$ cat src/design/pcg_pkg.sv
package pcg_pkg;

	// lcg multiplier and reset values
	localparam logic [63:0] PCG_MULT       = 64'd6364136223846793005;
	localparam logic [63:0] PCG_STATE_INIT = 64'h853c49e6748fea9b;
	localparam logic [63:0] PCG_INC_INIT   = 64'hda3e39cb94b95bdb;

	// xorshift and rotate positions
	localparam int XSH_SHIFT  = 18;
	localparam int XSH_OUT    = 27;
	localparam int ROT_SHIFT  = 59;

	// configuration register indexes
	localparam int          CFG_IDX_W      = 1;
	localparam logic [CFG_IDX_W-1:0] CFG_SEED_STATE = 1'd0;
	localparam logic [CFG_IDX_W-1:0] CFG_SEED_SEQ   = 1'd1;

	typedef enum logic [3:0] {
		ST_IDLE,
		ST_THR,
		ST_DRAW,
		ST_MUL,
		ST_MOD,
		ST_OUT,
		ST_RS_STEP1,
		ST_RS_WAIT1,
		ST_RS_ADD,
		ST_RS_STEP2,
		ST_RS_WAIT2
	} pcg_state_t;

	// output permutation: xorshift high, then rotate right by top five bits
	function automatic logic [31:0] xsh_rr(input logic [63:0] old);
		logic [63:0] mix;
		logic [31:0] xs;
		logic [4:0]  rot;
		logic [63:0] dbl;
		mix = (old >> XSH_SHIFT) ^ old;
		xs  = mix[XSH_OUT +: 32];
		rot = old[ROT_SHIFT +: 5];
		dbl = {xs, xs} >> rot;
		return dbl[31:0];
	endfunction

endpackage

$ cat src/design/pcg32_random_generator_top.sv
// pcg32 xsh-rr random number generator
// input channel (in_valid/in_ready, bound): one request item per result.
//   a bound of zero returns the raw 32-bit output; otherwise values are
//   drawn until one reaches (2^32 - bound) mod bound, and that value
//   mod bound is returned
// output channel (out_valid/out_ready, value): one item per request
// config channel (cfg_valid/cfg_ready, cfg_index, cfg_data):
//   index 0 stores seed_state, index 1 reseeds from seed_seq and seed_state
// one 32x32 multiplier, used three times, advances the 64-bit lcg state;
//   one radix-2 divider produces each remainder
// a zero bound draws once and loads the output; a nonzero bound computes the
//   threshold, draws until accepted, takes the final remainder, loads the output
// one request at a time: in_ready and cfg_ready are high only when idle
// reset loads the fixed default state and increment, no reseed happens
// the output register frees the core: a new request can be taken while
//   a result waits; a stalled receiver only holds the next result back
module pcg32_random_generator_top
	import pcg_pkg::*;
(
	input  logic                 clk,
	input  logic                 arst_n,
	input  logic                 in_valid,
	output logic                 in_ready,
	input  logic [31:0]          bound,
	output logic                 out_valid,
	input  logic                 out_ready,
	output logic [31:0]          value,
	input  logic                 cfg_valid,
	output logic                 cfg_ready,
	input  logic [CFG_IDX_W-1:0] cfg_index,
	input  logic [63:0]          cfg_data
);

	pcg_state_t  state_q, state_d;

	// architectural state
	logic [63:0] lcg_q;
	logic [63:0] inc_q;
	logic [63:0] seed_state_q;

	// per-request registers
	logic [31:0] bound_q;
	logic [31:0] thr_q;
	logic [31:0] r_q;
	logic [31:0] res_q;

	// output register
	logic        out_valid_q;
	logic [31:0] value_q;

	logic        in_fire;
	logic        cfg_fire;
	logic        out_load;

	// shared unit controls
	logic        mul_start;
	logic        mul_done;
	logic [63:0] mul_prod;
	logic        div_start;
	logic [31:0] div_dividend;
	logic [31:0] div_divisor;
	logic        div_done;
	logic [31:0] div_rem;

	assign cfg_ready = (state_q == ST_IDLE);
	// a config write wins over a request in the same cycle
	assign in_ready  = (state_q == ST_IDLE) && !cfg_valid;
	assign in_fire   = in_valid && in_ready;
	assign cfg_fire  = cfg_valid && cfg_ready;

	// sequencer
	always_comb begin
		state_d      = state_q;
		mul_start    = 1'b0;
		div_start    = 1'b0;
		div_dividend = '0;
		div_divisor  = '0;
		out_load     = 1'b0;
		unique case (state_q)
			ST_IDLE: begin
				if (cfg_fire && (cfg_index == CFG_SEED_SEQ)) begin
					state_d = ST_RS_STEP1;
				end else if (in_fire) begin
					if (bound == 32'd0) begin
						state_d = ST_DRAW;
					end else begin
						// threshold = (2^32 - bound) mod bound
						div_start    = 1'b1;
						div_dividend = 32'd0 - bound;
						div_divisor  = bound;
						state_d      = ST_THR;
					end
				end
			end
			ST_THR: begin
				if (div_done) begin
					state_d = ST_DRAW;
				end
			end
			ST_DRAW: begin
				mul_start = 1'b1;
				state_d   = ST_MUL;
			end
			ST_MUL: begin
				if (mul_done) begin
					if (bound_q == 32'd0) begin
						state_d = ST_OUT;
					end else if (r_q < thr_q) begin
						// rejected, draw again
						state_d = ST_DRAW;
					end else begin
						div_start    = 1'b1;
						div_dividend = r_q;
						div_divisor  = bound_q;
						state_d      = ST_MOD;
					end
				end
			end
			ST_MOD: begin
				if (div_done) begin
					state_d = ST_OUT;
				end
			end
			ST_OUT: begin
				if (!out_valid_q || out_ready) begin
					out_load = 1'b1;
					state_d  = ST_IDLE;
				end
			end
			ST_RS_STEP1: begin
				mul_start = 1'b1;
				state_d   = ST_RS_WAIT1;
			end
			ST_RS_WAIT1: begin
				if (mul_done) begin
					state_d = ST_RS_ADD;
				end
			end
			ST_RS_ADD: begin
				state_d = ST_RS_STEP2;
			end
			ST_RS_STEP2: begin
				mul_start = 1'b1;
				state_d   = ST_RS_WAIT2;
			end
			ST_RS_WAIT2: begin
				if (mul_done) begin
					state_d = ST_IDLE;
				end
			end
			default: begin
				state_d = ST_IDLE;
			end
		endcase
	end

	always_ff @(posedge clk or negedge arst_n) begin
		if (!arst_n) begin
			state_q      <= ST_IDLE;
			lcg_q        <= PCG_STATE_INIT;
			inc_q        <= PCG_INC_INIT;
			seed_state_q <= '0;
			out_valid_q  <= 1'b0;
		end else begin
			state_q <= state_d;
			if (cfg_fire) begin
				if (cfg_index == CFG_SEED_STATE) begin
					seed_state_q <= cfg_data;
				end else begin
					// reseed: odd increment from the stream selector, state cleared
					inc_q <= {cfg_data[62:0], 1'b1};
					lcg_q <= '0;
				end
			end
			// state advance after each multiply
			if (mul_done) begin
				lcg_q <= mul_prod + inc_q;
			end
			if (state_q == ST_RS_ADD) begin
				lcg_q <= lcg_q + seed_state_q;
			end
			if (out_load) begin
				out_valid_q <= 1'b1;
			end else if (out_ready) begin
				out_valid_q <= 1'b0;
			end
		end
	end

	always_ff @(posedge clk) begin
		if (in_fire) begin
			bound_q <= bound;
		end
		if ((state_q == ST_THR) && div_done) begin
			thr_q <= div_rem;
		end
		// output of the old state, taken as the multiply starts
		if (state_q == ST_DRAW) begin
			r_q <= xsh_rr(lcg_q);
		end
		if ((state_q == ST_MUL) && mul_done && (bound_q == 32'd0)) begin
			res_q <= r_q;
		end
		if ((state_q == ST_MOD) && div_done) begin
			res_q <= div_rem;
		end
		if (out_load) begin
			value_q <= res_q;
		end
	end

	pcg_mul u_mul (
		.clk    (clk),
		.arst_n (arst_n),
		.start  (mul_start),
		.a      (lcg_q),
		.done   (mul_done),
		.prod   (mul_prod)
	);

	pcg_div u_div (
		.clk      (clk),
		.arst_n   (arst_n),
		.start    (div_start),
		.dividend (div_dividend),
		.divisor  (div_divisor),
		.done     (div_done),
		.rem      (div_rem)
	);

	assign out_valid = out_valid_q;
	assign value     = value_q;

	// multiplier finishes only while the sequencer waits for it
	assert property (@(posedge clk) disable iff (!arst_n)
		mul_done |-> (state_q == ST_MUL || state_q == ST_RS_WAIT1 ||
			state_q == ST_RS_WAIT2))
		else $error("multiplier done outside a wait state");

	// divider finishes only while the sequencer waits for it
	assert property (@(posedge clk) disable iff (!arst_n)
		div_done |-> (state_q == ST_THR || state_q == ST_MOD))
		else $error("divider done outside a wait state");

	// the increment stays odd
	assert property (@(posedge clk) disable iff (!arst_n)
		inc_q[0])
		else $error("even lcg increment");

	// a bounded result is below its bound
	assert property (@(posedge clk) disable iff (!arst_n)
		(state_q == ST_OUT && bound_q != 32'd0) |-> (res_q < bound_q))
		else $error("result not below bound");

endmodule

$ cat src/design/pcg_mul.sv
module pcg_mul
	import pcg_pkg::*;
(
	input  logic        clk,
	input  logic        arst_n,
	input  logic        start,
	input  logic [63:0] a,
	output logic        done,
	output logic [63:0] prod
);

	logic [63:0] a_q;
	logic [63:0] pp_q;
	logic [63:0] acc_q;
	logic [1:0]  phase_q;
	logic        busy_q;
	logic        done_q;
	logic [31:0] opa;
	logic [31:0] opb;

	// low 64 bits of a * mult: lo*lo, then the two cross terms shifted up
	always_comb begin
		opa = (phase_q == 2'd2) ? a_q[63:32] : a_q[31:0];
		opb = (phase_q == 2'd1) ? PCG_MULT[63:32] : PCG_MULT[31:0];
	end

	always_ff @(posedge clk or negedge arst_n) begin
		if (!arst_n) begin
			busy_q  <= 1'b0;
			done_q  <= 1'b0;
			phase_q <= 2'd0;
		end else begin
			done_q <= busy_q && (phase_q == 2'd3);
			if (start) begin
				busy_q  <= 1'b1;
				phase_q <= 2'd0;
			end else if (busy_q) begin
				phase_q <= phase_q + 2'd1;
				if (phase_q == 2'd3) begin
					busy_q <= 1'b0;
				end
			end
		end
	end

	always_ff @(posedge clk) begin
		if (start) begin
			a_q <= a;
		end
		if (busy_q) begin
			pp_q <= {32'd0, opa} * {32'd0, opb};
			if (phase_q == 2'd1) begin
				acc_q <= pp_q;
			end else if (phase_q != 2'd0) begin
				acc_q <= acc_q + {pp_q[31:0], 32'd0};
			end
		end
	end

	assign done = done_q;
	assign prod = acc_q;

endmodule

$ cat src/design/pcg_div.sv
module pcg_div
	import pcg_pkg::*;
(
	input  logic        clk,
	input  logic        arst_n,
	input  logic        start,
	input  logic [31:0] dividend,
	input  logic [31:0] divisor,
	output logic        done,
	output logic [31:0] rem
);

	logic [31:0] dvd_q;
	logic [31:0] dsr_q;
	logic [31:0] rem_q;
	logic [4:0]  cnt_q;
	logic        busy_q;
	logic        done_q;
	logic [32:0] shifted;
	logic [32:0] diff;

	// restoring division, one quotient bit a cycle, remainder kept
	always_comb begin
		shifted = {rem_q, dvd_q[31]};
		diff    = shifted - {1'b0, dsr_q};
	end

	always_ff @(posedge clk or negedge arst_n) begin
		if (!arst_n) begin
			busy_q <= 1'b0;
			done_q <= 1'b0;
			cnt_q  <= 5'd0;
		end else begin
			done_q <= busy_q && (cnt_q == 5'd31);
			if (start) begin
				busy_q <= 1'b1;
				cnt_q  <= 5'd0;
			end else if (busy_q) begin
				cnt_q <= cnt_q + 5'd1;
				if (cnt_q == 5'd31) begin
					busy_q <= 1'b0;
				end
			end
		end
	end

	always_ff @(posedge clk) begin
		if (start) begin
			dvd_q <= dividend;
			dsr_q <= divisor;
			rem_q <= '0;
		end else if (busy_q) begin
			dvd_q <= {dvd_q[30:0], 1'b0};
			rem_q <= diff[32] ? shifted[31:0] : diff[31:0];
		end
	end

	assign done = done_q;
	assign rem  = rem_q;

endmodule
$ cat config.mk
export PLATFORM = sky130hd
export DESIGN_NAME = pcg32_random_generator_top
export DESIGN_NICKNAME = d
export VERILOG_FILES = /design/src/design/pcg_pkg.sv /design/src/design/pcg32_random_generator_top.sv /design/src/design/pcg_mul.sv /design/src/design/pcg_div.sv
export SDC_FILE = /design/constraint.sdc
export NUM_CORES = 2
export LEC_CHECK = 0
export ABC_AREA = 1
export BUFFER_PORTS_ARGS = -buffer_cell sky130_fd_sc_hd__buf_2
export CAP_MARGIN = 25
export CORE_ASPECT_RATIO = 1.4
export CORE_MARGIN = 5
export CORE_UTILIZATION = 35
export DETAILED_ROUTE_END_ITERATION = 8
export GPL_TIMING_DRIVEN = 0
export PLACE_DENSITY = 0.6
export RECOVER_POWER = 100
export SLEW_MARGIN = 20
export SYNTH_ARGS = -nofsm -noshare
export SYNTH_HDL_FRONTEND = slang
export SYNTH_HIERARCHICAL = 1
export SYNTH_SLANG_ARGS = --single-unit
$ cat constraint.sdc
create_clock -name clk -period 17.2 [get_ports clk]
set_clock_uncertainty 0.05 [all_clocks]
set_input_delay 3.44 -clock clk [delete_from_list [all_inputs] [get_ports clk]]
set_output_delay 3.44 -clock clk [all_outputs]
set_load 0.05 [all_outputs]
# [Yosys cells after proc, flatten, opt, wreduce, memory -nomap -nowiden]
# Cells that the tools add are included.
[op_classes] add_sub_neg=7 mul=1 n_lt_le_gt_ge=1 eq_ne=21 shift=1 mux=61 bitwise_logic=2 reduce_logical=30
[op_table] op="$mux 32" n=18
[op_table] op="$mux 64" n=6
[op_table] op="$add 64x64->64" n=3
[op_table] op="$pmux 32 s2" n=2
[op_table] op="$logic_not 32->1" n=2
[op_table] op="$mul 32x32->64" n=1
[op_table] op="$shr 64x5->32" n=1
[op_table] op="$xor 46x59->59" n=1
[op_table] op="$pmux 4 s11" n=1
[op_table] op="$sub 33x32->33" n=1
[op_table] op="$lt 32x32->1" n=1
[op_table] op="$mux 4" n=8
[op_table] op="$sub 1x32->32 const A" n=1
[op_table] op="$mux 29" n=1
[op_table] op="$mux 1" n=17
[op_table] op="$eq 4x3->1 const B" n=4
[op_table] op="$eq 4x4->1 const B" n=3
[op_table] op="$reduce_bool 2->1" n=6
[op_table] op="$logic_and 1x1->1" n=10
[op_table] op="$mux 5" n=2
[op_table] op="$ne 2x1->1 const B" n=5
[op_table] op="$eq 4x2->1 const B" n=2
[op_table] op="$reduce_and 2->1" n=4
[op_table] op="$reduce_and 7->1" n=1
[op_table] op="other kinds (17)" n=23
[totals] ff_bits=655 elab_cells=146

# [Logic depth before layout (Yosys ltp)]
[depth] word_depth=7 depth_mapped=40

# [Hierarchy]
# Netlist, hierarchy kept.
[by_module_without_submodules] mod="pcg_mul" instances=1 cells_each=3981 area_each_um2=33985.1 seq_area_each_um2=5835.6
[by_module_without_submodules] mod="pcg32_random_generator_top" instances=1 cells_each=4503 area_each_um2=29170.5 seq_area_each_um2=9798.1
[by_module_without_submodules] mod="pcg_div" instances=1 cells_each=1029 area_each_um2=6954.2 seq_area_each_um2=2737.6

# [Worst setup path after synthesis]
# OpenSTA, ideal clock, no wires.
[synth_path] path_kind="register to register" start="reg u_mul.phase_q[0]" end="reg u_mul.pp_q[62] (data pin)" setup_ns=0.252 arrival_ns=7.182 path_slack_ns=9.715 stages_incl_launch_ff=31 n_path_buf=3 period_less_slack_ns=7.485 path_cell_list="dfrtp_1 -> inv_1 -> ha_1 -> buf_6 -> buf_6 -> buf_6 -> o21ai_1 -> inv_1 -> nor2_2 -> inv_1 -> fa_1 -> fa_1 -> fa_1 -> fa_1 -> inv_1 -> fa_1 -> fa_1 -> fa_1 -> inv_1 -> fa_1 -> inv_1 -> ha_1 -> nand2_2 -> nor2_2 -> inv_1 -> nor3_2 -> nand2_1 -> nor3_2 -> nand2_1 -> nand3_1 -> nand2_1"
[synth_between] elab_chain_len=3
[synth_rtl] element="from (decl)" line_no="pcg_mul.sv:15" rtl="logic [1:0] phase_q;"
[synth_rtl] element="from (signal assigned)" line_no="pcg_mul.sv:38" rtl="phase_q <= phase_q + 2'd1;"
[synth_rtl] element="$eq 2x2->1 or $eq 2x1->1 (tied branches)" line_no="pcg_mul.sv:23, pcg_mul.sv:24"
[synth_rtl] element="$mux 32 or $mux 29 (tied branches)" line_no="pcg_mul.sv:23, pcg_mul.sv:24"
[synth_rtl] element="$mul 32x32->64 (*)" line_no="pcg_mul.sv:51" rtl="pp_q <= {32'd0, opa} * {32'd0, opb};"
[synth_rtl] element="to (signal assigned)" line_no="pcg_mul.sv:51"
[synth_rtl] element="to (decl)" line_no="pcg_mul.sv:13" rtl="logic [63:0] pp_q;"
# Every way passes the cells marked *; elsewhere a longest branch is shown, timed or not.
# A chain may end at the register's enable or synchronous reset.

# [Final worst setup path]
[layout_path] start="reg u_mul.phase_q[1]" end="reg u_mul.pp_q[60] (data pin)"
# Same word-level chain as after synthesis.

==> flow_summary_export.csv <==
group,metric,value,unit
run_status,status,"finished with violations",
run_status,failed_checks,"capacitance limit, slew limit",
floorplanning,rows,194,
finish,finish.net_count,11060,
place,dp.cells,12350,
global_route,grtUsageTotal,25.23,%
critical_path,worst_setup_path_start_kind,"register",
finish,final-instance-count-excl-fill,12490,
floorplanning,initial_core_util,35.14,%
sta,whs,368.6,ps
clocking,htreeDepth,3,
sta,final.setup.tns,0,ps
clocking,cts_tree,"done",
critical_path,r2r_setup_slack,5930,ps
critical_path,required,17560,ps
critical_path,critPathMaxFanout,10,
critical_path,r2r_start,"u_mul/phase_q[1]$_DFFE_PN0P_",
worst_hold_path,holdCritPathClass,"reg -> reg",
clocking,cts-root-buf,"clkbuf_16",
clocking,clkTransAtPathRegs,60,ps
critical_path,crit_end,"u_mul/pp_q[60]$_DFFE_PP_",
route,vias,61060,
sta,rsz0062_at_grt,"false",
sta,max_freq,88.70,MHz
route,via_per_inst,4.889,
synth,synthesis.area,70110,sq um
finish,drive_gt1_share,5.113,%
route,drc,0,
floorplanning,die-area,209500,sq um
clocking,ctsHoldBuffers,0,
finish,final_common_cell,"nand2_1",
critical_path,path_class,"reg -> reg",
synth,avgSynthCellArea,7.370,sq um
place,place_hpwl,234400,um
global_route,grt_pass1_vias,60880,
clocking,cts_setup_buffers,0,
global_route,grt_pass1_wl,392200,um
route,wl_per_cell,21.60,um
floorplanning,boundaryPins,137,
route,ant_nets,0,
clocking,clkLatencyLatePin,690,ps
critical_path,crit_top_cell,"fa_1",
sta,final-hold-violation-count,0,
synth,synth.ff_latch_count,654,
critical_path,r2r-end,"u_mul/pp_q[60]$_DFFE_PP_",
place,portBuffers,136,
clocking,cts_buffers,75,
global_route,grt_overflow,0,
critical_path,slowest_stage,"clkbuf_1",
synth,seq_area_frac_synth,26.20,%
finish,syn2layout_area_growth,9.164,%
sta,tightest_slew,3533,ps
place,gp_congestion,1.027,
sta,report.final.slew_viol_count,343,
clocking,post_cts_resized,0,
sta,slew_headroom,-135.5,%
synth,syn_inst,9513,
synth,yosys_warnings,6,
critical_path,reg2regPathDepth,31,
critical_path,arrival,11630,ps
synth,synthDistinctLibCells,63,
clocking,cts.sinks,654,
clocking,cts_buffer_depth,3,
sta,period_share,65.55,%
route,drt_iter0_drc,4642,
finish,layout_common_cells,"nand2_1 (3034), inv_1 (2201), ha_1 (638)",
route,dr.pass1.iters,6,
floorplanning,chipWidth,388.3,um
critical_path,worst_path_largest_cell_delay,1080,ps
floorplanning,fp.dieH,539.6,um
sta,report.final.setup_viol,0,
route,routed_wl,269800,um
global_route,grt_antenna_before_repair,10,
critical_path,cp-startpoint,"u_mul/phase_q[1]$_DFFE_PN0P_",
sta,period_minus_slack,11270,ps
floorplanning,core_area,199500,sq um
global_route,grt_start_max_net_pins,96,
run,cap_viol_max_count,9,
critical_path,cp-end-kind,"register",
[per-stage QoR]
| stage | area, sq um | setup WS (ps) | utilization [%] |
|---|---|---|---|
| floorplan | 70220 | 9715 | - |
| global placement | 74210 | 7490 | 37.19 |
| detailed placement | 74640 | 7905 | 37.41 |
| CTS | 77110 | 7868 | 38.65 |
| global route | 76520 | 5661 | 38.35 |
| finish | 76530 | 5926 | 38.36 |
[final cells by class]
class,instances,area (sq um)
antenna,6,15.01
buffer,143,659.4
clock buffer,101,2036
clock inverter,37,434.2
fill,21390,123000
inverter,2259,8504
multi-input combinational,6486,42460
sequential,654,18380
tap,2646,3311
timing repair buffer,158,739.5
[layer usage]
metal	up-vias	track usage (%)	routed length, um
li1	29560	-	-
met5	-	0	11
met1	29010	29.40	103100
met4	2	16.03	21730
met3	603	2.731	13540
met2	1894	44.14	131400
[flip-flops by register name, summed over array words and instances, names as in the netlist, 63 cells and up]
register and cells:
lcg_q 64, u_mul/a_q 64, seed_state_q 64, u_mul/pp_q 63, inc_q 63, u_mul/prod 64
[worst max-delay path, delay by kind of cell (launching register included)]
kind                     cells  cell delay [ps]
buffers and inverters       12             4160
flip-flops                   1              410
adder cells (fa/ha/maj)     10             4750
AND/OR/NAND/NOR              9             1580
[cell families (layout without fill, tap and decap cells)]
family	Yosys count	count (layout)	share of synthesized area [%]
AOI/OAI and AO/OA	666	666	5.225
xor gates and xnor gates	108	108	1.349
adders and majority gates	1177	1177	26.78
buffers and inverters	2402	2698	13.21
DFF	654	654	26.20
muxes	43	43	0.6692
other	2	37	0.01071
and+or+nand+nor	4461	4461	26.55
[worst min-delay path by stage]
stage,cells after the start,to,from
6_report,0,value[22]$_DFFE_PP_,res_q[22]$_DFFE_PP_
5_1_grt,0,value[27]$_DFFE_PP_,res_q[27]$_DFFE_PP_
4_1_cts,0,value[22]$_DFFE_PP_,res_q[22]$_DFFE_PP_
3_5_place_dp,0,value[22]$_DFFE_PP_,res_q[22]$_DFFE_PP_
3_3_place_gp,0,value[3]$_DFFE_PP_,res_q[3]$_DFFE_PP_
2_1_floorplan,0,value[0]$_DFFE_PP_,res_q[0]$_DFFE_PP_
[cells in the mapped netlist, drive strengths merged]
cell,instances,area share (%)
nand2,3069,17
inv,2257,12
ha,638,11
nor2,605,3.7
nand3,545,4.0
fa,539,15
edfxtp,415,18
o21ai,341,2.5
a21oi,228,1.6
dfrtp,136,4.9
buf,91,0.79
dfstp,71,2.7
nor3,65,0.57
xor2,63,0.79
nand4,53,0.47
or2,53,0.47
clkbuf,52,0.29
xnor2,45,0.56
o211ai,44,0.47
nand3b,38,0.41
dfxtp,32,0.91
mux2,31,0.50
and2,16,0.14
o21bai,15,0.16
o21a,14,0.20
mux2i,12,0.17
nor4,12,0.11
o22ai,7,0.062
a31oi,4,0.036
and3,4,0.036
a21boi,3,0.032
o311ai,3,0.037
o31ai,3,0.032
clkinv,2,0.012
conb,2,0.011
a21o,1,0.011
a22o,1,0.012
a22oi,1,0.011
nor3b,1,0.018
o221ai,1,0.012
Power is not shown: default switching activity piles up to over one toggle a cycle in this logic, so the estimate is an artifact.
